### src/hdl/torus_point_zbuffer_shader_top_macros.svh
// Assertion macros for the torus point shader blocks.
// Used by the controller; no other dependencies.
`ifndef TORUS_POINT_ZBUFFER_SHADER_TOP_MACROS_SVH
`define TORUS_POINT_ZBUFFER_SHADER_TOP_MACROS_SVH
`ifndef SYNTH
`define TPZ_ASSERT(lbl, clk, rstn, prop) \
    lbl: assert property (@(posedge clk) disable iff (!rstn) prop) \
        else $error("tpz assertion failed");
`define TPZ_ASSERT_NEXT(lbl, clk, rstn, ante, cons) \
    lbl: assert property (@(posedge clk) disable iff (!rstn) (ante) |=> (cons)) \
        else $error("tpz sequence assertion failed");
`else
`define TPZ_ASSERT(lbl, clk, rstn, prop)
`define TPZ_ASSERT_NEXT(lbl, clk, rstn, ante, cons)
`endif
`endif

### src/hdl/tpz_pkg.sv
// Shared types, constants and microcode for the torus point shader.
// No dependencies.
`default_nettype none
package tpz_pkg;

    localparam int SCREEN_WIDTH   = 32;
    localparam int SCREEN_HEIGHT  = 32;
    localparam int TRIG_FRAC_BITS = 14;
    localparam int CELLS          = 1024;
    localparam int CELL_W         = 10;
    localparam int SHADE_MAX      = 11;
    localparam int WW             = 26;       // working word
    localparam int PW             = 2 * WW;   // product
    localparam int XW             = 60;       // projection accumulator
    localparam int PROJ_SHIFT     = 39;
    localparam int OOZ_SHIFT      = 27;       // 1/z = 2^27 / z
    localparam int QW             = OOZ_SHIFT + 1;
    localparam int DVW            = 25;       // divisor width
    localparam int CW             = 22;       // screen coordinate width
    localparam int PCW            = 6;

    typedef logic signed [WW-1:0] t_word;
    localparam t_word ONE_Q = t_word'(1) <<< TRIG_FRAC_BITS;

    localparam logic [PCW-1:0] PC_Z_LAST = PCW'(26);
    localparam logic [PCW-1:0] PC_PROJ   = PCW'(27);
    localparam logic [PCW-1:0] PC_LAST   = PCW'(33);

    localparam logic [6:0] CHAR_SPACE = 7'd32;

    typedef enum logic [1:0] {
        CMD_PLOT  = 2'd0,
        CMD_CLEAR = 2'd1,
        CMD_READ  = 2'd2,
        CMD_NOP   = 2'd3
    } t_cmd_code;

    typedef enum logic [2:0] {
        ST_DONE   = 3'd0,
        ST_FACE   = 3'd1,
        ST_HIDDEN = 3'd2,
        ST_OFF    = 3'd3,
        ST_ZNEG   = 3'd4
    } t_status;

    typedef struct packed {
        logic [1:0]         cmd;
        logic signed [15:0] cos_tube_angle;
        logic signed [15:0] sin_tube_angle;
        logic signed [15:0] cos_ring_angle;
        logic signed [15:0] sin_ring_angle;
        logic [9:0]         read_cell;
    } t_in_item;

    typedef struct packed {
        logic [2:0] status;
        logic [9:0] cell_index;
        logic [6:0] shade_char;
    } t_out_item;

    typedef struct packed {
        logic signed [15:0] cos_rot_a;
        logic signed [15:0] sin_rot_a;
        logic signed [15:0] cos_rot_b;
        logic signed [15:0] sin_rot_b;
        logic [15:0]        tube_radius;
        logic [15:0]        ring_radius;
        logic [15:0]        viewer_distance;
        logic [15:0]        projection_scale;
    } t_cfg;

    typedef enum logic [4:0] {
        SRC_CT, SRC_ST, SRC_CP, SRC_SP,
        SRC_CA, SRC_SA, SRC_CB, SRC_SB,
        SRC_R1, SRC_R2, SRC_K2, SRC_K1,
        SRC_ONE, SRC_OOZ, SRC_KZH, SRC_KZL,
        SRC_CX, SRC_CY, SRC_SASB, SRC_SACB,
        SRC_MX, SRC_MY, SRC_X, SRC_Y,
        SRC_T1, SRC_T2
    } t_src;

    typedef enum logic [3:0] {
        D_CX, D_CY, D_SASB, D_SACB, D_MX, D_MY,
        D_X, D_Y, D_Z, D_T1, D_T2, D_LUM
    } t_dst;

    typedef enum logic [2:0] {
        OP_SETQ, OP_ADDQ, OP_SUBQ, OP_KZ,
        OP_PHI, OP_PLO, OP_FINX, OP_FINY
    } t_op;

    typedef struct packed {
        t_op  op;
        t_src a_sel;
        t_src b_sel;
        t_dst dst;
    } t_ucmd;

    typedef struct packed {
        logic    accept;
        logic    issue;
        logic    wb;
        t_ucmd   uc;
        logic    div_start;
        logic    lat_cell;
        logic    clr_wr;
        logic    out_load;
        t_status out_status;
        logic    draw;
    } t_cmd;

    typedef struct packed {
        logic       z_nonpos;
        logic       off_screen;
        logic       lum_neg;
        logic       hidden;
        logic       div_done;
        logic       clr_last;
        logic       out_free;
        logic [1:0] cmd;
    } t_stat;

    function automatic t_ucmd tpz_ucode(input logic [PCW-1:0] pc);
        t_ucmd u;
        u = '{OP_SETQ, SRC_ONE, SRC_ONE, D_T1};
        case (pc)
            6'd0:  u = '{OP_SETQ, SRC_R2,   SRC_ONE, D_CX};
            6'd1:  u = '{OP_ADDQ, SRC_R1,   SRC_CT,  D_CX};
            6'd2:  u = '{OP_SETQ, SRC_R1,   SRC_ST,  D_CY};
            6'd3:  u = '{OP_SETQ, SRC_SA,   SRC_SB,  D_SASB};
            6'd4:  u = '{OP_SETQ, SRC_SA,   SRC_CB,  D_SACB};
            6'd5:  u = '{OP_SETQ, SRC_CB,   SRC_CP,  D_MX};
            6'd6:  u = '{OP_ADDQ, SRC_SASB, SRC_SP,  D_MX};
            6'd7:  u = '{OP_SETQ, SRC_SB,   SRC_CP,  D_MY};
            6'd8:  u = '{OP_SUBQ, SRC_SACB, SRC_SP,  D_MY};
            6'd9:  u = '{OP_SETQ, SRC_CY,   SRC_CA,  D_T1};
            6'd10: u = '{OP_SETQ, SRC_CX,   SRC_MX,  D_X};
            6'd11: u = '{OP_SUBQ, SRC_T1,   SRC_SB,  D_X};
            6'd12: u = '{OP_SETQ, SRC_CX,   SRC_MY,  D_Y};
            6'd13: u = '{OP_ADDQ, SRC_T1,   SRC_CB,  D_Y};
            6'd14: u = '{OP_SETQ, SRC_CA,   SRC_CX,  D_T2};
            6'd15: u = '{OP_SETQ, SRC_K2,   SRC_ONE, D_Z};
            6'd16: u = '{OP_ADDQ, SRC_T2,   SRC_SP,  D_Z};
            6'd17: u = '{OP_ADDQ, SRC_CY,   SRC_SA,  D_Z};
            6'd18: u = '{OP_SETQ, SRC_CP,   SRC_CT,  D_T1};
            6'd19: u = '{OP_SETQ, SRC_T1,   SRC_SB,  D_LUM};
            6'd20: u = '{OP_SETQ, SRC_CA,   SRC_CT,  D_T2};
            6'd21: u = '{OP_SUBQ, SRC_T2,   SRC_SP,  D_LUM};
            6'd22: u = '{OP_SUBQ, SRC_SA,   SRC_ST,  D_LUM};
            6'd23: u = '{OP_SETQ, SRC_CA,   SRC_ST,  D_T1};
            6'd24: u = '{OP_SETQ, SRC_CT,   SRC_SA,  D_T2};
            6'd25: u = '{OP_SUBQ, SRC_T2,   SRC_SP,  D_T1};
            6'd26: u = '{OP_ADDQ, SRC_CB,   SRC_T1,  D_LUM};
            6'd27: u = '{OP_KZ,   SRC_K1,   SRC_OOZ, D_T1};
            6'd28: u = '{OP_PHI,  SRC_KZH,  SRC_X,   D_T1};
            6'd29: u = '{OP_PLO,  SRC_KZL,  SRC_X,   D_T1};
            6'd30: u = '{OP_FINX, SRC_ONE,  SRC_ONE, D_T1};
            6'd31: u = '{OP_PHI,  SRC_KZH,  SRC_Y,   D_T1};
            6'd32: u = '{OP_PLO,  SRC_KZL,  SRC_Y,   D_T1};
            6'd33: u = '{OP_FINY, SRC_ONE,  SRC_ONE, D_T1};
            default: ;
        endcase
        return u;
    endfunction

    function automatic logic [6:0] tpz_shade(input logic [3:0] idx);
        logic [6:0] c;
        case (idx)
            4'd0:    c = 7'd46;   // .
            4'd1:    c = 7'd44;   // ,
            4'd2:    c = 7'd45;   // -
            4'd3:    c = 7'd126;  // ~
            4'd4:    c = 7'd58;   // :
            4'd5:    c = 7'd59;   // ;
            4'd6:    c = 7'd61;   // =
            4'd7:    c = 7'd33;   // !
            4'd8:    c = 7'd42;   // *
            4'd9:    c = 7'd35;   // #
            4'd10:   c = 7'd36;   // $
            default: c = 7'd64;   // @
        endcase
        return c;
    endfunction

endpackage
`default_nettype wire

### src/hdl/tpz_ctrl.sv
// Controller: sequences the multiply microcode, divider, store access and clearing.
// Depends on tpz_pkg and the assertion macro header.
`default_nettype none
`include "torus_point_zbuffer_shader_top_macros.svh"
module tpz_ctrl (
    input  wire logic           i_clk,
    input  wire logic           i_rst_n,
    input  wire logic           i_valid,
    input  wire tpz_pkg::t_stat i_stat,
    output logic                o_stall,
    output tpz_pkg::t_cmd       o_cmd
);
    import tpz_pkg::*;

    typedef enum logic [3:0] {
        S_CLR, S_IDLE, S_DEC, S_MI, S_MW, S_ZCHK,
        S_DIV, S_RNG, S_RD, S_CMP, S_FIN
    } t_state;

    t_state          r_state;
    logic [PCW-1:0]  r_pc;
    t_status         r_status;
    logic            r_draw;
    logic            r_clr_cmd;

    always_comb begin
        o_cmd            = '0;
        o_cmd.uc         = tpz_ucode(r_pc);
        o_cmd.accept     = (r_state == S_IDLE) && i_valid;
        o_cmd.issue      = (r_state == S_MI);
        o_cmd.wb         = (r_state == S_MW);
        o_cmd.div_start  = (r_state == S_ZCHK) && !i_stat.z_nonpos;
        o_cmd.lat_cell   = (r_state == S_RNG) && !i_stat.off_screen;
        o_cmd.clr_wr     = (r_state == S_CLR);
        o_cmd.out_load   = (r_state == S_FIN) && i_stat.out_free;
        o_cmd.out_status = r_status;
        o_cmd.draw       = (r_state == S_FIN) && i_stat.out_free && r_draw;
    end

    assign o_stall = (r_state != S_IDLE);

    always_ff @(posedge i_clk) begin
        if (!i_rst_n) begin
            r_state   <= S_CLR;
            r_pc      <= '0;
            r_status  <= ST_DONE;
            r_draw    <= 1'b0;
            r_clr_cmd <= 1'b0;
        end else begin
            case (r_state)
                S_CLR: begin
                    if (i_stat.clr_last) begin
                        r_status <= ST_DONE;
                        r_draw   <= 1'b0;
                        r_state  <= r_clr_cmd ? S_FIN : S_IDLE;
                    end
                end
                S_IDLE: begin
                    if (i_valid) begin
                        r_state <= S_DEC;
                    end
                end
                S_DEC: begin
                    case (t_cmd_code'(i_stat.cmd))
                        CMD_PLOT: begin
                            r_pc    <= '0;
                            r_state <= S_MI;
                        end
                        CMD_CLEAR: begin
                            r_clr_cmd <= 1'b1;
                            r_state   <= S_CLR;
                        end
                        default: begin
                            r_status <= ST_DONE;
                            r_draw   <= 1'b0;
                            r_state  <= S_FIN;
                        end
                    endcase
                end
                S_MI: r_state <= S_MW;
                S_MW: begin
                    if (r_pc == PC_Z_LAST) begin
                        r_state <= S_ZCHK;
                    end else if (r_pc == PC_LAST) begin
                        r_state <= S_RNG;
                    end else begin
                        r_pc    <= r_pc + 1'b1;
                        r_state <= S_MI;
                    end
                end
                S_ZCHK: begin
                    if (i_stat.z_nonpos) begin
                        r_status <= ST_ZNEG;
                        r_draw   <= 1'b0;
                        r_state  <= S_FIN;
                    end else begin
                        r_state <= S_DIV;
                    end
                end
                S_DIV: begin
                    if (i_stat.div_done) begin
                        r_pc    <= PC_PROJ;
                        r_state <= S_MI;
                    end
                end
                S_RNG: begin
                    if (i_stat.off_screen) begin
                        r_status <= ST_OFF;
                        r_draw   <= 1'b0;
                        r_state  <= S_FIN;
                    end else begin
                        r_state <= S_RD;
                    end
                end
                S_RD: r_state <= S_CMP;
                S_CMP: begin
                    r_state <= S_FIN;
                    if (i_stat.lum_neg) begin
                        r_status <= ST_FACE;
                        r_draw   <= 1'b0;
                    end else if (i_stat.hidden) begin
                        r_status <= ST_HIDDEN;
                        r_draw   <= 1'b0;
                    end else begin
                        r_status <= ST_DONE;
                        r_draw   <= 1'b1;
                    end
                end
                S_FIN: begin
                    if (i_stat.out_free) begin
                        r_clr_cmd <= 1'b0;
                        r_state   <= S_IDLE;
                    end
                end
                default: r_state <= S_IDLE;
            endcase
        end
    end

    `TPZ_ASSERT_NEXT(a_div_to_proj, i_clk, i_rst_n, (r_state == S_DIV) && i_stat.div_done, (r_state == S_MI) && (r_pc == PC_PROJ))
    `TPZ_ASSERT(a_no_div_on_zneg, i_clk, i_rst_n, o_cmd.div_start |-> !i_stat.z_nonpos)
    `TPZ_ASSERT(a_draw_is_done, i_clk, i_rst_n, o_cmd.draw |-> (r_status == ST_DONE))
    `TPZ_ASSERT_NEXT(a_fin_waits, i_clk, i_rst_n, (r_state == S_FIN) && !i_stat.out_free, r_state == S_FIN)

endmodule
`default_nettype wire
### config.mk
export PLATFORM = sky130hd
export DESIGN_NAME = tpz_ctrl
export DESIGN_NICKNAME = d
export VERILOG_FILES = /design/src/hdl/tpz_pkg.sv /design/src/hdl/tpz_ctrl.sv
export VERILOG_INCLUDE_DIRS = /design/src /design/src/hdl
export SDC_FILE = /design/constraint.sdc
export NUM_CORES = 1
export LEC_CHECK = 0
export BUFFER_PORTS_ARGS = -buffer_cell sky130_fd_sc_hd__buf_2
export CORE_UTILIZATION = 35
export CTS_CLUSTER_SIZE = 10
export DETAILED_ROUTE_END_ITERATION = 8
export SYNTH_ARGS = -nofsm -noshare
export SYNTH_HDL_FRONTEND = slang
export SYNTH_SLANG_ARGS = --single-unit
### constraint.sdc
create_clock -name i_clk -period 2.3 [get_ports i_clk]
set_input_delay 0.115 -clock i_clk [delete_from_list [all_inputs] [get_ports i_clk]]
set_output_delay 0.115 -clock i_clk [all_outputs]
set_load 0.005 [all_outputs]
==> key figures <==
Status
  – Status: finished clean

Critical path
  – Delay-heaviest family, CP: simple AND/OR/NAND/NOR gates
  – Worst-path fanout max: 10
  – Crit path launch type: flop
  – Crit path kind: reg -> out
  – Worst path bufs/invs: 3
  – Critical path endpoint category: output pin
  – Worst EP required: 2180 ps
  – Slowest CP cell: dfxtp_4
  – Worst R2R Start: r_state[2]
  – RR Endpoint: r_pc[4]
  – Cell repeated most along the worst path: buf_4
  – R2r setup slk: 440 ps
  – CP arrival: 2070 ps
  – Critical path, cell by cell: buf_4 > ha_4 > or3_1 > a32oi_2 > buf_4 > nand2_1 > nor2_1 > o211ai_1 > buf_2
  – Max incr delay on CP: 350 ps
  – FF-to-FF path depth: 6

Global routing
  – Vias in the first global route: 2,176
  – Grt ovf: 0
  – GR Util All Layers: 21.1%
  – First-pass GRT wire length: 10,400 um
  – Largest net degree at the start of global routing: 22
  – Initial antenna violation count: 0

Floorplanning
  – Starting Density: 36.2%
  – Ports: 41
  – Die width: 77.2 um
  – Total die area: 5960 um2
  – Placement row count: 27
  – Core area: 5470 um2
  – Chip height: 77.2 um

Routing
  – First DRT Iteration DRCs: 164
  – DRC Markers: 0
  – Antenna viol nets, final: 0
  – Routed len/inst: 15.4 um
  – Drt pass-1 iters: 5
  – DR vias: 2,433
  – Via density: 5.95
  – Final WL: 6300 um

Logic synthesis
  – Sequential area share after synthesis: 15.2%
  – Top-area cell type share of the netlist area: 15.2%
  – Synth area leaders: dfxtp_1 15%, o21ai_0 5.6%, nand2_1 5.5%
  – Synth Flop Type: dfxtp_1
  – EDFF count, synth: 0
  – FF+latch count, synth: 15
  – Synth Cell Area: 1980 um2
  – Syn nets: 310
  – Synth async-reset ratio: 0%
  – Syn_area_per_cell: 6.73 um2
  – Synth unique cells: 66
  – Synth area leader: dfxtp_1
  – Total of warnings raised by yosys: 0
  – Post-Synthesis Cells: 294

Clock tree
  – TritonCTS clock tree: built
  – Latest clock arrival within the worst-skew pair: 250 ps
  – H-tree levels: 1
  – Clock root buffer: clkbuf_8
  – CTS max path bufs: 2
  – Clock sinks: 15
  – Clk slew on worst S/H paths: 60 ps
  – Hold Buf Count CTS: 0
  – Num CTS Buffers: 3

Finish
  – Most frequent cells in the layout: 40 x buf_2, 29 x nand2_1, 26 x buf_4
  – Area Overhead vs Synth: 25.5%
  – Final net count: 354
  – Share of cells above drive strength 1: 29.1%
  – Commonest non-fill, non-tap cell in the layout: buf_2
  – Ant. Diodes: 0

Placed design
  – GP Congestion: 0.953
  – Port Buffers: 40
  – Dpl ws: 133 ps
  – Detailed Place HPWL: 4600 um

Worst hold path
  – Hold Crit Depth: 3
  – End of the worst hold path: r_draw
  – HP Class: in -> reg
  – Worst Hold Launch: i_stat[5]

Timing
  – Final Slew Violations: 0
  – Worst slew margin: 66.1%
  – Clock Skew: 2.14 ps
  – Crit share post-route: 94.9%
  – Final hold vios: 0
  – Final min period: 2180 ps
  – Fin Hold WS: 164 ps
  – Setup-failing EPs final: 0
  – PnR worst setup slack: 118 ps
  – Worst-margin pin slew: 508 ps
  – Maximum clock rate: 458 MHz

Power and ir drop
  – Power Dens Cells: 412 nW/um2
  – IR drop worst, VDD: 0.000397 V
  – Total power: 1.02 mW
  – Static Leak: 0.963 nW

Run
  – Max-cap violations: 0
## worst max path at each step
stage | startpoint | to | slack (ps) | cells past startpoint
after floorplan | r_pc[1] | o_cmd[13] | 470 | 7
after global placement | r_pc[0] | o_cmd[19] | 190 | 9
after detailed placement | r_pc[0] | o_cmd[14] | 130 | 8
after CTS | r_pc[0] | o_cmd[14] | 3 | 9
after global routing | r_pc[0] | o_cmd[19] | -0.6 | 9
final | r_pc[0] | o_cmd[19] | 120 | 9
## flip-flops by register name (all words and copies together) (netlist names)
signal     count
r_clr_cmd      1
r_pc           6
r_status       3
r_draw         1
r_state        4
## synthesized netlist by cell type, types with 3 or more instances
library cell,instances
o221a_2,3
mux2i_1,7
o22ai_1,5
o211ai_1,4
clkbuf_1,8
nor2b_1,11
buf_1,3
nand2b_1,11
o22a_1,3
dfxtp_1,15
nand2_1,29
a21oi_1,13
and3_1,3
nand3_1,14
or3_1,4
o311ai_0,3
inv_1,11
o2111ai_1,3
ha_1,4
nor3_1,12
nand3b_1,5
nor2_1,24
nand4_1,3
o31ai_1,3
a31oi_1,8
buf_2,14
nor4_1,3
o21ai_0,22
## kinds of logic after synthesis
logic type                 after synthesis  synth area share (%)
AOI/OAI and AO/OA                       94                  33.2
xor gates and xnor gates                 1                 0.443
adders and majority gates                4                  2.53
DFF                                     15                  15.2
and+or+nand+nor                        133                  35.7
muxes                                    8                  4.11
buffers and inverters                   39                  8.91
## metrics by stage
stage	util, %	area, um2	cells	TNS, ps
floorplan	-	1980	294	0
global placement	42.1	2300	399	0
detailed placement	42.1	2300	399	0
CTS	43.3	2370	403	0
global route	45.4	2480	409	-0.596
finish	45.4	2480	409	0
## worst register-to-register path: stages, from the launching register on
cell	delay (ps)
dfxtp_1	520
nor3b_2	430
o2111ai_1	200
nand3_1	150
buf_4	170
a21oi_1	50
o221a_2	240
## metal layers
| layer | track usage, % | vias up | part of all wire, % |
|---|---|---|---|
| met2 | 32.7 | 112 | 46 |
| met3 | 3.21 | 14 | 6.4 |
| met5 | 0 | - | 0 |
| li1 | - | 1188 | - |
| met1 | 30.3 | 1119 | 47 |
| met4 | 4.91 | 0 | 1.2 |
## report_power, final
group          internal [mW]  leakage (nW)  total (mW)  switching (mW)
Clock                  0.120        0.0255       0.216          0.0959
Sequential             0.280         0.123       0.335          0.0550
Combinational          0.196         0.814       0.473           0.277
Total                  0.596         0.963        1.02           0.428
## final cells by class
cell class | instances | area [um2]
clock inverter | 1 | 5.00
sequential | 15 | 309
multi-input combinational | 240 | 1580
fill | 563 | 2990
timing repair buffer | 67 | 415
tap | 72 | 90.1
inverter | 11 | 41.3
clock buffer | 3 | 41.3
## what timing repair did
item,CTS,global route
resized for setup,7,16
setup endpoints to repair,9,9
buffers inserted,0,6
pin swaps,1,4
No activity file was read; power rests on OpenSTA's default activity.
